File: src/rtl/smf_pkg.sv
// shared types for the sliding median filter
package smf_pkg;

    // flags one cell hands to its neighbours in the sorted chain
    typedef struct packed {
        logic gt;   // stored value is greater than the incoming sample
        logic del;  // the oldest entry sits in this cell or below it
    } t_cell_flags;

endpackage

File: src/rtl/smf_cell.sv
// one cell of the sorted window: a value with its age, kept in order with its neighbours
module smf_cell #(
    parameter int SAMPLE_WIDTH = 16,
    parameter int AGE_WIDTH    = 4,
    parameter int LAST_AGE     = 10,
    parameter int RESET_AGE    = 0
) (
    input  logic                           i_clk,
    input  logic                           i_rst_n,
    input  logic                           i_en,
    input  logic signed [SAMPLE_WIDTH-1:0] i_sample,
    input  logic signed [SAMPLE_WIDTH-1:0] i_left_value,
    input  logic        [AGE_WIDTH-1:0]    i_left_age,
    input  smf_pkg::t_cell_flags           i_left_flags,
    input  logic signed [SAMPLE_WIDTH-1:0] i_right_value,
    input  logic        [AGE_WIDTH-1:0]    i_right_age,
    input  smf_pkg::t_cell_flags           i_right_flags,
    output logic signed [SAMPLE_WIDTH-1:0] o_value,
    output logic        [AGE_WIDTH-1:0]    o_age,
    output smf_pkg::t_cell_flags           o_flags
);

    logic signed [SAMPLE_WIDTH-1:0] r_value;
    logic signed [SAMPLE_WIDTH-1:0] n_value;
    logic        [AGE_WIDTH-1:0]    r_age;
    logic        [AGE_WIDTH-1:0]    n_age;
    logic                           gt;
    logic                           del;
    logic                           prev_gt;

    assign gt  = r_value > i_sample;
    assign del = i_left_flags.del | (r_age == AGE_WIDTH'(LAST_AGE));

    // greater-than flag of the entry just below once the oldest entry is gone
    assign prev_gt = i_left_flags.del ? gt : i_left_flags.gt;

    always_comb begin
        n_value = r_value;
        n_age   = r_age + AGE_WIDTH'(1);
        if (!del) begin
            // removal happens above: only the insertion shifts entries up
            if (gt) begin
                if (i_left_flags.gt) begin
                    n_value = i_left_value;
                    n_age   = i_left_age + AGE_WIDTH'(1);
                end else begin
                    n_value = i_sample;
                    n_age   = '0;
                end
            end
        end else if (!i_right_flags.gt) begin
            // removal at or below: close the gap from above
            n_value = i_right_value;
            n_age   = i_right_age + AGE_WIDTH'(1);
        end else if (prev_gt) begin
            if (!i_left_flags.del) begin
                n_value = i_left_value;
                n_age   = i_left_age + AGE_WIDTH'(1);
            end
        end else begin
            n_value = i_sample;
            n_age   = '0;
        end
    end

    always_ff @(posedge i_clk) begin
        if (!i_rst_n) begin
            r_value <= '0;
            r_age   <= AGE_WIDTH'(RESET_AGE);
        end else if (i_en) begin
            r_value <= n_value;
            r_age   <= n_age;
        end
    end

    assign o_value     = r_value;
    assign o_age       = r_age;
    assign o_flags.gt  = gt;
    assign o_flags.del = del;

endmodule

File: src/rtl/sliding_median_filter.sv
// sliding window median filter built from a sorted chain of cells
// Each accepted sample replaces the oldest of the last WINDOW_LENGTH samples and the block
// returns the median of the window (the element at position WINDOW_LENGTH/2 in ascending
// order, the upper middle one for an even length). The window starts as all zeros after
// reset, so early results count those zeros as samples. One sample is taken every cycle
// unless the output stalls; the result is ready in the cycle after its input transfer
// and is read from the middle cell. The cycle time is set by the one-bit oldest-entry flag
// that ripples through all WINDOW_LENGTH cells alongside one sample-wide compare per cell.
module sliding_median_filter #(
    parameter int WINDOW_LENGTH = 11,
    parameter int SAMPLE_WIDTH  = 16
) (
    input  logic                           i_clk,
    input  logic                           i_rst_n,
    input  logic                           i_in_valid,
    output logic                           o_in_stall,
    input  logic signed [SAMPLE_WIDTH-1:0] i_sample,
    output logic                           o_out_valid,
    input  logic                           i_out_stall,
    output logic signed [SAMPLE_WIDTH-1:0] o_median
);

    localparam int AGE_WIDTH = $clog2(WINDOW_LENGTH);
    localparam int MID       = WINDOW_LENGTH / 2;

    logic signed [SAMPLE_WIDTH-1:0] cell_value [WINDOW_LENGTH];
    logic        [AGE_WIDTH-1:0]    cell_age   [WINDOW_LENGTH];
    smf_pkg::t_cell_flags           cell_flags [WINDOW_LENGTH];
    logic                           r_out_valid;
    logic                           in_xfer;

    assign o_in_stall = r_out_valid & i_out_stall;
    assign in_xfer    = i_in_valid & ~o_in_stall;

    for (genvar g = 0; g < WINDOW_LENGTH; g++) begin : g_cell
        logic signed [SAMPLE_WIDTH-1:0] left_value;
        logic        [AGE_WIDTH-1:0]    left_age;
        smf_pkg::t_cell_flags           left_flags;
        logic signed [SAMPLE_WIDTH-1:0] right_value;
        logic        [AGE_WIDTH-1:0]    right_age;
        smf_pkg::t_cell_flags           right_flags;

        if (g == 0) begin : g_bottom
            assign left_value = '0;
            assign left_age   = '0;
            assign left_flags = '{gt: 1'b0, del: 1'b0};
        end else begin : g_left
            assign left_value = cell_value[g-1];
            assign left_age   = cell_age[g-1];
            assign left_flags = cell_flags[g-1];
        end

        // beyond the top the shortened list acts as larger than any sample
        if (g == WINDOW_LENGTH - 1) begin : g_top
            assign right_value = '0;
            assign right_age   = '0;
            assign right_flags = '{gt: 1'b1, del: 1'b1};
        end else begin : g_right
            assign right_value = cell_value[g+1];
            assign right_age   = cell_age[g+1];
            assign right_flags = cell_flags[g+1];
        end

        smf_cell #(
            .SAMPLE_WIDTH (SAMPLE_WIDTH),
            .AGE_WIDTH    (AGE_WIDTH),
            .LAST_AGE     (WINDOW_LENGTH - 1),
            .RESET_AGE    (g)
        ) u_cell (
            .i_clk         (i_clk),
            .i_rst_n       (i_rst_n),
            .i_en          (in_xfer),
            .i_sample      (i_sample),
            .i_left_value  (left_value),
            .i_left_age    (left_age),
            .i_left_flags  (left_flags),
            .i_right_value (right_value),
            .i_right_age   (right_age),
            .i_right_flags (right_flags),
            .o_value       (cell_value[g]),
            .o_age         (cell_age[g]),
            .o_flags       (cell_flags[g])
        );
    end

    always_ff @(posedge i_clk) begin
        if (!i_rst_n) begin
            r_out_valid <= 1'b0;
        end else if (in_xfer) begin
            r_out_valid <= 1'b1;
        end else if (!i_out_stall) begin
            r_out_valid <= 1'b0;
        end
    end

    assign o_out_valid = r_out_valid;
    assign o_median    = cell_value[MID];

endmodule
File: config.mk
export PLATFORM = sky130hd
export DESIGN_NAME = sliding_median_filter
export DESIGN_NICKNAME = d
export VERILOG_FILES = /design/src/rtl/smf_pkg.sv /design/src/rtl/smf_cell.sv /design/src/rtl/sliding_median_filter.sv
export SDC_FILE = /design/constraint.sdc
export NUM_CORES = 1
export LEC_CHECK = 0
export BUFFER_PORTS_ARGS = -buffer_cell sky130_fd_sc_hd__buf_2
export CAP_MARGIN = 5
export CORE_ASPECT_RATIO = 2
export CORE_UTILIZATION = 51
export DETAILED_ROUTE_END_ITERATION = 8
export HOLD_SLACK_MARGIN = 0.08
export PLACE_DENSITY = 0.79
export SYNTH_ARGS = -nofsm -noshare
export SYNTH_HDL_FRONTEND = slang
export SYNTH_SLANG_ARGS = --single-unit
export TNS_END_PERCENT = 1
File: constraint.sdc
create_clock -name i_clk -period 3.6 [get_ports i_clk]
set_clock_uncertainty 0.15 [all_clocks]
set_input_delay 0.18 -clock i_clk [delete_from_list [all_inputs] [get_ports i_clk]]
set_output_delay 0.18 -clock i_clk [all_outputs]
set_load 0.005 [all_outputs]
==> metrics.cfg <==
[run_status]
run_status=complete, but fails checks
violations=negative setup slack

[die]
ios=38
coreArea_um2=39300
initial_utilization_pct=51.7
die_area_um2=40700
row_count=103
fp.dieH_um=284
die_w_um=143

[min_path]
hold_path.class=input pin to flop

[synth]
synth_xor_area_share_pct=1.03
synth-simple-area-share_pct=17.4
avgSynthCellArea_um2=7.81
synthesis.nets=2820
seq_area_frac_synth_pct=21.8
synth_top_family_by_area=compound AO/OA/AOI/OAI gates
synth.area.mux_share_pct=6.36
synthArstFlopShare_pct=0
synth-seq-cells=221
synth_top_cell_by_area=dfxtp_1
synth_cell_types=85
synthTopCellsByArea=dfxtp_1 22%, ha_1 12%, a31oi_1 9.0%
synth_compound_area_share_pct=34.9
syn_inst=2602
yosys_warnings=0
synth-adder-area-share_pct=12.2
syn_area_um2=20300
ys.flop_type=dfxtp_1
synth_top_area_share_pct=21.8
synth-edff-count=0

[setup_path]
crit_arrival_ns=4.05
end_kind=flop
critPathKind=input pin to flop
cp_max_fo=32
required_ns=3.95
cp-start-kind=input pin

[placed_design]
placedCellCount=3146
gp_congestion=0.994
port_buffers=37
dp_hpwl_um=58700

[power]
powerDensity_nw_per_um2=701
power.leakage_nw=9.31
ir_drop_mv=0.533

[sta]
fmax_ghz=0.270
fin_hold_ws_ns=0.136
fin_crit_ns=3.70
worst_slew_pin_slew_ns=1.15
fin_ws_ns=-0.102
timing.final.crit_share_pct=103
maxSlewHeadroom_pct=23.3
setup_viol=24
fin_setup_tns_ns=-0.560
rsz0062_at_grt=yes
drv_slew=0
hold_viol_final=0

[clock_network]
cts.path.max_buffers=3
numCtsBuffers=24
root_buffer=clkbuf_16
clk_pin_slew_ns=0.07
htreeDepth=1
clock_latency_ns=0.59
cts_tree=yes
cts_num_sinks=221

[drt]
wirelength_um=81100
via_count=23800
wl_per_cell_um=25.2
antenna_left=0
viasPerCell=7.41
post-route-drc-count=0
first_pass_iters=8
drtIter0Drc=2393

[final_layout]
final_cells=3214
final_nets=2890
n_antenna_cell=0
area_growth_pct=16.7
post-route-util_pct=60.3
drive_above_1_share_pct=17.7

[run]
maxCapViolCount=0

[grt]
grtUsageTotal_pct=40.0
antenna_found_initial=2
first_global_vias=24100
grt_pass1_wl_um=127000
grt_max_degree=89
grt-ovfl-total=0

-- registers in the layout (all words and copies together) (netlist names) --
register               cells
g_cell.u_cell.o_value    176
o_out_valid                1
g_cell.u_cell.o_age       44
-- area by class of cell --
type / count / area, um2
inverter: 57 / 225
timing repair buffer: 297 / 2770
multi-input combinational: 2071 / 14800
clock buffer: 33 / 716
fill: 3438 / 15600
tap: 525 / 657
sequential: 221 / 4430
clock inverter: 10 / 81.3
-- kinds of logic after synthesis --
family                   count (synthesis)
AO/OA/AOI/OAI                         1061
XOR/XNOR                                24
adder cells (fa/ha/maj)                198
buffers and inverters                  310
flip-flops                             221
multiplexers                           120
AND/OR/NAND/NOR                        668
-- cell usage in the layout (no fill, tap or decap), types with 11 or more instances in the layout --
cell type / n
a31oi_1: 293
dfxtp_1: 220
o21ai_0: 210
nand2_1: 203
ha_1: 198
buf_4: 192
a21oi_1: 138
nor2_1: 95
and4_1: 82
mux2_2: 73
a22oi_1: 67
nand3_1: 64
nor3_1: 61
inv_1: 51
mux2i_1: 47
buf_12: 45
o22a_1: 44
buf_2: 36
nand4_1: 35
a21o_1: 33
a311oi_1: 33
and3_1: 30
o21ai_1: 30
clkbuf_16: 25
nor4_1: 24
a2111oi_0: 22
dlygate4sd3_1: 19
a311oi_2: 17
a211oi_1: 15
o211ai_1: 14
a2111oi_1: 14
a2bb2oi_1: 14
xnor2_1: 13
o31ai_1: 11
xor2_1: 11
-- final timing paths --
path / from / endpoint / slack, ns / depth (start not counted)
setup / recovery: i_sample[6] / g_cell[6].u_cell.o_value[10]$_SDFFE_PN0P_ / -0.10 / 17
hold / removal: i_sample[15] / g_cell[3].u_cell.o_value[15]$_SDFFE_PN0P_ / 0.14 / 6
setup reg to reg: g_cell[6].u_cell.o_value[15]$_SDFFE_PN0P_ / g_cell[6].u_cell.o_value[10]$_SDFFE_PN0P_ / -0.04 / 13
hold reg to reg: g_cell[10].u_cell.o_value[1]$_SDFFE_PN0P_ / g_cell[10].u_cell.o_value[1]$_SDFFE_PN0P_ / 0.37 / 2
-- repair_timing --
item	4_1_cts	5_1_grt
setup buffers	0	6
endpoints found under the hold margin	53	0
endpoints found under the setup margin	38	188
pin swaps	0	16
hold buffers	19	0
resized for setup	2	59
-- metal layers --
layer	global-route usage (%)	share of wire (%)	routed length (um)
met1	38.7	32	25600
met2	69.1	50	40500
met3	6.70	7.6	6160
met4	41.0	11	8890
met5	0	0.030	24
-- where the power goes --
| part | switching [mW] | internal [mW] |
|---|---|---|
| registers | 0.877 | 3.08 |
| logic | 5.98 | 4.01 |
| clock network | 1.20 | 1.46 |
| total | 8.06 | 8.56 |
-- worst max-delay path, stage by stage --
cell and delay [ns]:
dlygate4sd3_1 0.52, buf_2 0.14, clkinvlp_4 0.19, buf_6 0.20, ha_1 0.28, nand2_1 0.09
nor4_2 0.08, buf_4 0.16, o21ai_2 0.12, nand4_1 0.51, buf_12 0.33, and3_1 0.18
buf_4 0.16, a311oi_2 0.31, buf_12 0.22, o21ai_0 0.11, a31oi_1 0.23
-- cells in the mapped netlist, drive strengths merged, types with 11 or more instances --
cell type	number
buf	61
mux2i	47
a2111oi	43
a2bb2oi	16
a211oi	16
nor2	100
clkbuf	192
a21oi	141
a31oi	293
o31ai	13
xor2	11
nor2b	11
mux2	73
o211ai	14
and3	31
nand3	65
and4	83
nor4	31
nand2	206
a22oi	67
a311oi	52
nor3	62
o21ai	243
a21o	33
xnor2	13
inv	55
o22a	44
and2	11
nand4	35
dfxtp	221
ha	198
-- per-stage QoR --
stage	cell area [um2]	power [mW]	setup slack, ns
CTS	23500	16.1	0.0280
global placement	22500	13.1	-0.238
global route	23700	17.4	-0.0931
finish	23700	16.6	-0.102
floorplan	20300	9.86	0.323
detailed placement	22500	13.4	-0.303
No activity file was read; power rests on OpenSTA's default activity.
